**config.mk**
```make
export PLATFORM = sky130hd
export DESIGN_NAME = ordered_list_engine_top
export DESIGN_NICKNAME = d
export VERILOG_FILES = /design/src/hdl/olist_pkg.sv /design/src/hdl/olist_cell.sv /design/src/hdl/ordered_list_engine_top.sv
export SDC_FILE = /design/constraint.sdc
export NUM_CORES = 2
export LEC_CHECK = 0
export BUFFER_PORTS_ARGS = -buffer_cell sky130_fd_sc_hd__buf_4
export CAP_MARGIN = 40
export CORE_MARGIN = 2
export CORE_UTILIZATION = 69
export CTS_BUF_LIST = sky130_fd_sc_hd__clkbuf_8 sky130_fd_sc_hd__clkbuf_16
export DETAILED_ROUTE_END_ITERATION = 7
export PLACE_DENSITY = 0.95
export RECOVER_POWER = 25
export SETUP_SLACK_MARGIN = 0.02
export SLEW_MARGIN = 20
export SYNTH_ARGS = -nofsm -noshare
export SYNTH_HDL_FRONTEND = slang
export SYNTH_HIERARCHICAL = 1
export SYNTH_SLANG_ARGS = --single-unit
export TNS_END_PERCENT = 1
```
**constraint.sdc**
```tcl
create_clock -name clk -period 20.2 [get_ports clk]
set_input_delay 2.02 -clock clk [delete_from_list [all_inputs] [get_ports clk]]
set_output_delay 2.02 -clock clk [all_outputs]
set_load 0.005 [all_outputs]
```
**src/hdl/olist_pkg.sv**
```systemverilog
`timescale 1ns / 1ps
// ----------------------------------------------------------------------------
// olist_pkg - shared types and constants of the ordered list engine
// Capacity, widths and the control words that the top level sends to the
// row of list cells.
// ----------------------------------------------------------------------------
package olist_pkg;

	localparam int CAPACITY = 16;
	localparam int DATA_W   = 32;
	// count runs 0 .. CAPACITY inclusive
	localparam int CNT_W    = $clog2(CAPACITY + 1);

	// where a cell sits relative to the current fill level
	typedef struct packed {
		logic occ;      // holds a live entry
		logic at_tail;  // first free slot (slot index == count)
		logic is_last;  // last live entry
	} cell_pos_t;

	// broadcast command, one step
	typedef struct packed {
		logic                     shr;   // shift towards the back, insert at front
		logic                     app;   // write at the tail slot
		logic                     rm;    // close the first matching gap
		logic signed [DATA_W-1:0] value;
	} cell_cmd_t;

endpackage

```
**src/hdl/olist_cell.sv**
```systemverilog
`timescale 1ns / 1ps
// ----------------------------------------------------------------------------
// olist_cell - one slot of the list
// Holds one entry, compares it with the command value and passes match and
// back-value information along the row.
// ----------------------------------------------------------------------------
module olist_cell (
	input  logic                               clk,
	input  olist_pkg::cell_pos_t               pos,
	input  olist_pkg::cell_cmd_t               cmd,
	input  logic signed [olist_pkg::DATA_W-1:0] left_data,
	input  logic signed [olist_pkg::DATA_W-1:0] right_data,
	input  logic                               hole_in,
	input  logic signed [olist_pkg::DATA_W-1:0] back_in,
	output logic signed [olist_pkg::DATA_W-1:0] data,
	output logic                               hole_out,
	output logic signed [olist_pkg::DATA_W-1:0] back_out
);
	import olist_pkg::*;

	logic signed [DATA_W-1:0] data_q;
	logic                     match;

	always_comb begin
		match    = pos.occ && (data_q == cmd.value);
		// set from the first matching entry onwards
		hole_out = hole_in | match;
		back_out = pos.is_last ? data_q : back_in;
	end

	// payload only, no reset
	always_ff @(posedge clk) begin
		if (cmd.shr && (pos.occ || pos.at_tail)) begin
			data_q <= left_data;
		end else if (cmd.app && pos.at_tail) begin
			data_q <= cmd.value;
		end else if (cmd.rm && pos.occ && hole_out) begin
			data_q <= right_data;
		end
	end

	assign data = data_q;

endmodule

```
**src/hdl/ordered_list_engine_top.sv**
```systemverilog
`timescale 1ns / 1ps
// ----------------------------------------------------------------------------
// ordered_list_engine_top - bounded double-ended list of signed 32-bit values
// Command in, one result word out per command, list held in a row of cells.
// ----------------------------------------------------------------------------
// Use:
//   Command channel (cmd_valid / cmd_stall) carries op and value: insert at
//   front, insert at back, remove all equal entries, or search. Each word
//   yields exactly one result word on the response channel (rsp_valid /
//   rsp_stall): found, removed_count, list_size, front_value, back_value,
//   overflow. Front/back read as zero on an empty list; an insert into a full
//   list is dropped and flags overflow.
// Sequence:
//   Accept, execute, report: a command is taken in the idle state, run in
//   the execute state and reported from the report state; the next command
//   is taken only once the report step has loaded the output register. A
//   remove closes one gap per cycle across the whole row and stays in the
//   execute state until no equal entry is left.
// Stall:
//   The result sits in an output register; a stalled receiver holds the
//   report step, and no command word is accepted while it is held.
// Reset:
//   arst_n clears the count, FSM and response valid; cell contents are not
//   reset, slots beyond the count are never read.
// ----------------------------------------------------------------------------
module ordered_list_engine_top (
	input  logic                                clk,
	input  logic                                arst_n,
	// command channel
	input  logic                                cmd_valid,
	output logic                                cmd_stall,
	input  logic [1:0]                          op,
	input  logic signed [olist_pkg::DATA_W-1:0] value,
	// response channel
	output logic                                rsp_valid,
	input  logic                                rsp_stall,
	output logic                                found,
	output logic [olist_pkg::CNT_W-1:0]         removed_count,
	output logic [olist_pkg::CNT_W-1:0]         list_size,
	output logic signed [olist_pkg::DATA_W-1:0] front_value,
	output logic signed [olist_pkg::DATA_W-1:0] back_value,
	output logic                                overflow
);
	import olist_pkg::*;

	typedef enum logic [1:0] {
		OP_FRONT  = 2'd0,
		OP_BACK   = 2'd1,
		OP_REMOVE = 2'd2,
		OP_SEARCH = 2'd3
	} op_t;

	typedef enum logic [1:0] {
		S_IDLE,
		S_EXEC,
		S_REPORT
	} state_t;

	state_t                   state_q;
	op_t                      op_q;
	logic signed [DATA_W-1:0] value_q;
	logic [CNT_W-1:0]         count_q;
	logic [CNT_W-1:0]         removed_q;
	logic                     found_q;
	logic                     ovf_q;

	// response register
	logic                     rsp_valid_q;
	logic                     found_o_q;
	logic [CNT_W-1:0]         removed_o_q;
	logic [CNT_W-1:0]         size_o_q;
	logic signed [DATA_W-1:0] front_o_q;
	logic signed [DATA_W-1:0] back_o_q;
	logic                     ovf_o_q;

	// row of cells
	cell_pos_t                pos      [CAPACITY];
	cell_cmd_t                cmd;
	logic signed [DATA_W-1:0] cell_data[CAPACITY];
	logic                     hole     [CAPACITY+1];
	logic signed [DATA_W-1:0] back_ch  [CAPACITY+1];

	logic cmd_acc;
	logic rsp_free;
	logic full;
	logic any_match;
	logic exec;

	assign cmd_stall = (state_q != S_IDLE);
	assign cmd_acc   = cmd_valid && !cmd_stall;
	assign rsp_free  = !rsp_valid_q || !rsp_stall;
	assign full      = (count_q == CNT_W'(CAPACITY));
	assign exec      = (state_q == S_EXEC);
	assign any_match = hole[CAPACITY];

	always_comb begin
		cmd.shr   = exec && (op_q == OP_FRONT) && !full;
		cmd.app   = exec && (op_q == OP_BACK) && !full;
		cmd.rm    = exec && (op_q == OP_REMOVE) && any_match;
		cmd.value = value_q;
	end

	assign hole[0]           = 1'b0;
	assign back_ch[CAPACITY] = '0;

	for (genvar i = 0; i < CAPACITY; i++) begin : g_cell
		always_comb begin
			pos[i].occ     = (CNT_W'(i) < count_q);
			pos[i].at_tail = (CNT_W'(i) == count_q);
			pos[i].is_last = (CNT_W'(i + 1) == count_q);
		end

		olist_cell u_cell (
			.clk        (clk),
			.pos        (pos[i]),
			.cmd        (cmd),
			.left_data  ((i == 0) ? value_q : cell_data[(i == 0) ? 0 : i - 1]),
			.right_data (cell_data[(i == CAPACITY - 1) ? i : i + 1]),
			.hole_in    (hole[i]),
			.back_in    (back_ch[i+1]),
			.data       (cell_data[i]),
			.hole_out   (hole[i+1]),
			.back_out   (back_ch[i])
		);
	end

	// sequencer: state, count and response register
	always_ff @(posedge clk or negedge arst_n) begin
		if (!arst_n) begin
			state_q     <= S_IDLE;
			op_q        <= OP_FRONT;
			count_q     <= '0;
			removed_q   <= '0;
			found_q     <= 1'b0;
			ovf_q       <= 1'b0;
			rsp_valid_q <= 1'b0;
		end else begin
			// word taken; the report step reloads it in the same cycle
			if (rsp_valid_q && !rsp_stall && (state_q != S_REPORT)) begin
				rsp_valid_q <= 1'b0;
			end
			unique case (state_q)
				S_IDLE: begin
					if (cmd_acc) begin
						op_q      <= op_t'(op);
						removed_q <= '0;
						found_q   <= 1'b0;
						ovf_q     <= 1'b0;
						state_q   <= S_EXEC;
					end
				end
				S_EXEC: begin
					unique case (op_q)
						OP_FRONT, OP_BACK: begin
							if (full) begin
								ovf_q <= 1'b1;
							end else begin
								count_q <= count_q + CNT_W'(1);
							end
							state_q <= S_REPORT;
						end
						OP_REMOVE: begin
							// one gap closed per cycle until none is left
							if (any_match) begin
								count_q   <= count_q - CNT_W'(1);
								removed_q <= removed_q + CNT_W'(1);
							end else begin
								state_q <= S_REPORT;
							end
						end
						OP_SEARCH: begin
							found_q <= any_match;
							state_q <= S_REPORT;
						end
						default: begin
							state_q <= S_REPORT;
						end
					endcase
				end
				S_REPORT: begin
					if (rsp_free) begin
						rsp_valid_q <= 1'b1;
						state_q     <= S_IDLE;
					end
				end
				default: begin
					state_q <= S_IDLE;
				end
			endcase
		end
	end

	// response payload, no reset
	always_ff @(posedge clk) begin
		if ((state_q == S_REPORT) && rsp_free) begin
			found_o_q   <= found_q;
			removed_o_q <= removed_q;
			size_o_q    <= count_q;
			front_o_q   <= (count_q != '0) ? cell_data[0] : '0;
			back_o_q    <= back_ch[0];
			ovf_o_q     <= ovf_q;
		end
	end

	always_ff @(posedge clk) begin
		if (cmd_acc) begin
			value_q <= value;
		end
	end

	assign rsp_valid     = rsp_valid_q;
	assign found         = found_o_q;
	assign removed_count = removed_o_q;
	assign list_size     = size_o_q;
	assign front_value   = front_o_q;
	assign back_value    = back_o_q;
	assign overflow      = ovf_o_q;

endmodule

```
**Yosys cells after proc, flatten, opt, wreduce, memory -nomap -nowiden**

Index checks and enable logic that the tools add are counted.

- Order comparisons: 16
- Multipliers: 0
- Divide/modulo/power cells: 0
- $add $sub $neg: 3
- Mux-type cells: 84
- Eq/ne operators: 49
- Reductions and logical operators: 140
- Bitwise logic cells: 15
- Shifts and indexed selects: 0

Operators with widths:

| cell | number |
|---|---|
| $mux 32 | 63 |
| $eq 32x32->1 | 16 |
| $logic_and 1x1->1 | 88 |
| $reduce_bool 3->1 | 15 |
| $eq 4x5->1 const A | 8 |
| $lt 4x5->1 const A | 8 |
| $mux 5 | 5 |
| $eq 3x5->1 const A | 4 |
| $lt 3x5->1 const A | 4 |
| $pmux 5 s2 | 2 |
| $logic_or 1x1->1 | 17 |
| $or 1x1->1 | 15 |
| $ne 2x2->1 const B | 7 |
| $reduce_and 4->1 | 3 |
| $add 5x1->5 const B | 2 |
| $eq 2x5->1 const A | 2 |
| $lt 1x5->1 const A | 2 |
| $lt 2x5->1 const A | 2 |
| $reduce_bool 2->1 | 4 |
| $mux 1 | 7 |
| $eq 2x2->1 const B | 3 |
| $mux 2 | 3 |
| $ne 2x1->1 const B | 3 |
| $pmux 2 s3 | 1 |
| 16 further kinds | 23 |

- Memories kept: 0
- Logic and storage cells: 337
- Memory bits (read-only): 0
- RAM bits: 0
- Bits in latches: 0
- Bits in registers: 637

**Logic depth before layout (Yosys ltp)**

- Word-level depth: 23
- Gate-level depth with buffers: 26
- Depth with buffers taken out: 25

**Cells and area by module**

The synthesis kept the hierarchy.

Modules (own cells, without submodules):

| module | area each (um2) | instances | cells each | sequential area each (um2) |
|---|---|---|---|---|
| olist_cell | 2,396.0 | 16 | 227 | 960.9 |
| ordered_list_engine_top | 4,714.5 | 1 | 292 | 3,668.5 |

**Worst setup path after synthesis**

OpenSTA, ideal clock, no wires.

- Path kind: register to register
- From: reg value_q[21]
- To: reg g_cell[10].u_cell.data_q[0], enable pin
- Data arrival time: 6,316 ps
- Cell stages (with the launch flop): 25
- Period minus slack after synthesis: 6,826 ps
- Setup time: 510 ps
- Setup slack: 13,374 ps
- Required time: 19,690 ps
- Cell sequence: edfxtp_1 -> xor2_1 -> a2111o_1 -> nor3_2 -> nand4_1 -> or2b_1 -> or2b_1 -> or2b_1 -> or2b_1 -> or2b_1 -> or2b_1 -> or2b_1 -> or2b_1 -> or2b_1 -> or2b_1 -> or2b_1 -> or2b_1 -> or2b_1 -> or2b_1 -> or2b_1 -> or2b_1 -> nand2_1 -> nor2_1 -> nand3_1 -> o2111ai_2

RTL lines:

| item | RTL line | text |
|---|---|---|
| start, declared | ordered_list_engine_top.sv:61 | `logic signed [DATA_W-1:0] value_q;` |
| start signal, assigned | ordered_list_engine_top.sv:207 | `value_q <= value;` |
| end signal, assigned | olist_cell.sv:34 | `data_q <= left_data;` |
| end signal, assigned | olist_cell.sv:36 | `data_q <= cmd.value;` |
| end signal, assigned | olist_cell.sv:38 | `data_q <= right_data;` |
| end, declared | olist_cell.sv:21 | `logic signed [DATA_W-1:0] data_q;` |

==> run_results.csv <==
group,metric,value,unit
critical_path,required,20560,ps
global_route,grt_antenna_before_repair,1,
die,num_rows,91,
timing,finalHoldViolations,0,
critical_path,r2r-start,"count_q[4]$_DFFE_PN0P_",
critical_path,reg2reg_to,"g_cell[1].u_cell/data[17]$_DFFE_PP_",
die,die_x,253.8,um
clock_tree,htreeDepth,3,
global_route,grt_max_degree,66,
placement,portBuffers,115,
logic_synthesis,ys.flop_type,"edfxtp_1",
final_layout,final_cell_count_no_fill,4906,
global_route,grt_use_total,0.3901,
clock_tree,cts_buffers,68,
timing,fmax,0.1268,GHz
logic_synthesis,synth_area,43050,um^2
critical_path,critical_path.max_fanout,32,
global_route,grt_pass1_wl,196.8,mm
final_layout,final_cell_area,47260,um^2
clock_tree,root_buffer,"clkbuf_16",
logic_synthesis,ys.warnings.count,6,
critical_path,path_buf_inv,3,
timing,fin_crit_sh,0.3905,
placement,gp_congestion,0.9123,
timing,rsz0062_at_grt,"false",
placement,place_inst,4778,
timing,fin_crit,7888,ps
run_status,violations,"design-rule violations, max-capacitance violations, max-slew violations",
hold_path,hold_end,"overflow$_DFFE_PP_",
hold_path,hold_depth,0,
clock_tree,cts_tree,"yes",
pwr,power.density,118.1,nW/um^2
final_layout,nFillCells,3354,
timing,worst_pin_slew,3358,ps
hold_path,hold_path_class,"reg2reg",
global_route,grt_pass1_vias,33909,
critical_path,r2r_setup_slack,12310,ps
die,die_area,64410,um^2
clock_tree,insertion_delay,640,ps
critical_path,cp.arrival,8250,ps
drt,drt_first_pass_iters,8,
drt,drt_iter0_drc,5486,
logic_synthesis,synth_cells,3924,
drt,drt_drc_violations_left,8,
timing,relSlewSlack,-1.239,
logic_synthesis,synth_seq_cells,637,
timing,clock_skew,34.99,ps
critical_path,slowest_stage,"dfrtp_1",
final_layout,fin_nets,4062,
run_status,status,"finished, violations left",
critical_path,critPathMaxStageDelay,570,ps
hold_path,hold_start,"ovf_q$_DFFE_PN0P_",
pwr,ir_drop,0.1087,mV
critical_path,path_delay_family,"simple AND/OR/NAND/NOR gates",
job,cap_violations,9,
logic_synthesis,async_flop_share,0.02669,
drt,wl_per_cell,25.90,um
die,start_util,0.6976,
critical_path,cp_common_cell,"or2b_1",
final_layout,drive_above_1_share,0.2023,
timing,maxSlewViolCount,301,
drt,num_vias,34549,
placement,dpl-instance-area,45460,um^2
clock_tree,cts_buffer_depth,3,
timing,whs,501.3,ps
critical_path,path_class,"reg2reg",
die,core_area,61710,um^2
clock_tree,cts-resized-gates,0,
clock_tree,cts_setup_buffers,0,
clock_tree,clk_pin_slew,60,ps
drt,avgViaCountPerCell,7.042,
timing,finalSetupViolCount,0,
final_layout,layout_common_cells,"edfxtp_1 (620), nor2_1 (521), a21oi_1 (517)",
drt,final_antenna_net_count,0,
final_layout,final_common_cell,"edfxtp_1",
critical_path,reg2regPathDepth,27,
logic_synthesis,synth-edff-count,620,
clock_tree,clock_sinks,637,
logic_synthesis,syn_avg_cell_area,10.97,um^2
final_layout,area_delta_synth_final,9.783,%
clock_tree,cts.hold.buffers_added,0,
critical_path,cp-end-kind,"flip-flop",
placement,dp_hpwl,79.87,mm
pwr,p_leak,19.44,nW
drt,routed_wl,127.1,mm
die,die_y,253.8,um
critical_path,cp-start-kind,"flip-flop",
logic_synthesis,seq_area_frac_synth,0.4423,
die,num_io_pins,116,
timing,fin_setup_tns,0,ps
global_route,gr-total-overflow,0,
logic_synthesis,synth_cell_type_count,50,
logic make-up after synthesis:
logic type | synth area share
and+or+nand+nor | 0.09318
xor gates and xnor gates | 0.09257
muxes | 0.2540
other | 0.00008711
adders and majority gates | 0.001744
DFF | 0.4423
AOI/OAI and AO/OA | 0.08466
buffers and inverters | 0.03145
worst register-to-register path: cells and delay by family (launching register included):
family	cells	cell delay, ps
flops	1	570
simple gates	21	5130
buf+inv	3	820
compound gates	3	1100
layer usage:
metal	global-route usage	part of all wire	vias to the layer above
met2	0.6354	0.47	3146
met3	0.06299	0.11	647
met1	0.4861	0.35	16204
met5	0	0	-
li1	-	-	14552
met4	0.2491	0.073	0
power by group:
part           switching [mW]  internal, mW  total [mW]
clock                   0.555         0.666        1.22
sequential              0.312          1.91        2.22
combinational            1.24         0.904        2.14
cells in the mapped netlist (all sizes together), types with 2 or more instances:
cell     count  area [um^2]
or2          2        12.52
o221ai      16        140.1
o21bai       5        37.54
buf        195        940.9
nand4       97        606.8
nor4        18        112.6
nor4b       16        140.1
o21ai       36        180.2
clkbuf      40        150.1
o2111ai     16        240.2
nor2       527         1978
inv         70        262.8
or2b        17        127.6
xnor2      339         2969
a222oi      16        160.2
nor2b       48        300.3
mux2       515         5799
nor3        40        285.3
nor3b        3        22.52
ha           6        75.07
and4bb       2        25.02
edfxtp     620        18620
xor2       116         1016
nand2b       9        56.30
and2         3        18.77
mux2i      513         5135
a22o         4        35.03
nand2       52        195.2
dfrtp       17        425.4
a2111o      16        180.2
a21oi      520         2614
nand3       21        105.1
sequential cells by signal, indices dropped and copies added, names as in the netlist:
signal / cells
g_cell.u_cell/data: 512
back_value: 32
front_value: 32
value_q: 32
count_q: 5
list_size: 5
removed_count: 5
removed_q: 5
op_q: 2
state_q: 2
found: 1
found_q: 1
overflow: 1
ovf_q: 1
rsp_valid: 1
final cells by class:
cell class,instances,area (um^2),area share
Antenna cell,1,2.502,0.00005295
Timing Repair Buffer,226,1730,0.03661
Clock buffer,74,1841,0.03894
Multi-Input combinational cell,3015,23100,0.4888
Tap cell,837,1047,0.02216
Sequential cell,637,19040,0.4029
Inverter,70,262.8,0.005559
Clock inverter,46,232.7,0.004924
worst max-delay path by stage:
stage	end	startpoint	cells past startpoint
floorplan	g_cell[10].u_cell/data[0]$_DFFE_PP_	value_q[21]$_DFFE_PP_	24
global placement	g_cell[1].u_cell/data[16]$_DFFE_PP_	count_q[4]$_DFFE_PN0P_	25
detailed placement	g_cell[1].u_cell/data[17]$_DFFE_PP_	count_q[4]$_DFFE_PN0P_	26
CTS	g_cell[1].u_cell/data[17]$_DFFE_PP_	count_q[4]$_DFFE_PN0P_	26
global route	back_value[4]$_DFFE_PP_	count_q[1]$_DFFE_PN0P_	20
finish	g_cell[1].u_cell/data[17]$_DFFE_PP_	count_q[4]$_DFFE_PN0P_	27
stage by stage:
step,total power [mW],utilization,setup slack [ps]
floorplan,3.594,-,13370
global placement,4.089,0.7287,12820
detailed placement,4.213,0.7366,12770
CTS,5.491,0.7702,12520
global route,5.762,0.7659,12130
finish,5.584,0.7659,12310
Note: power is estimated with default switching activity, not from simulation.
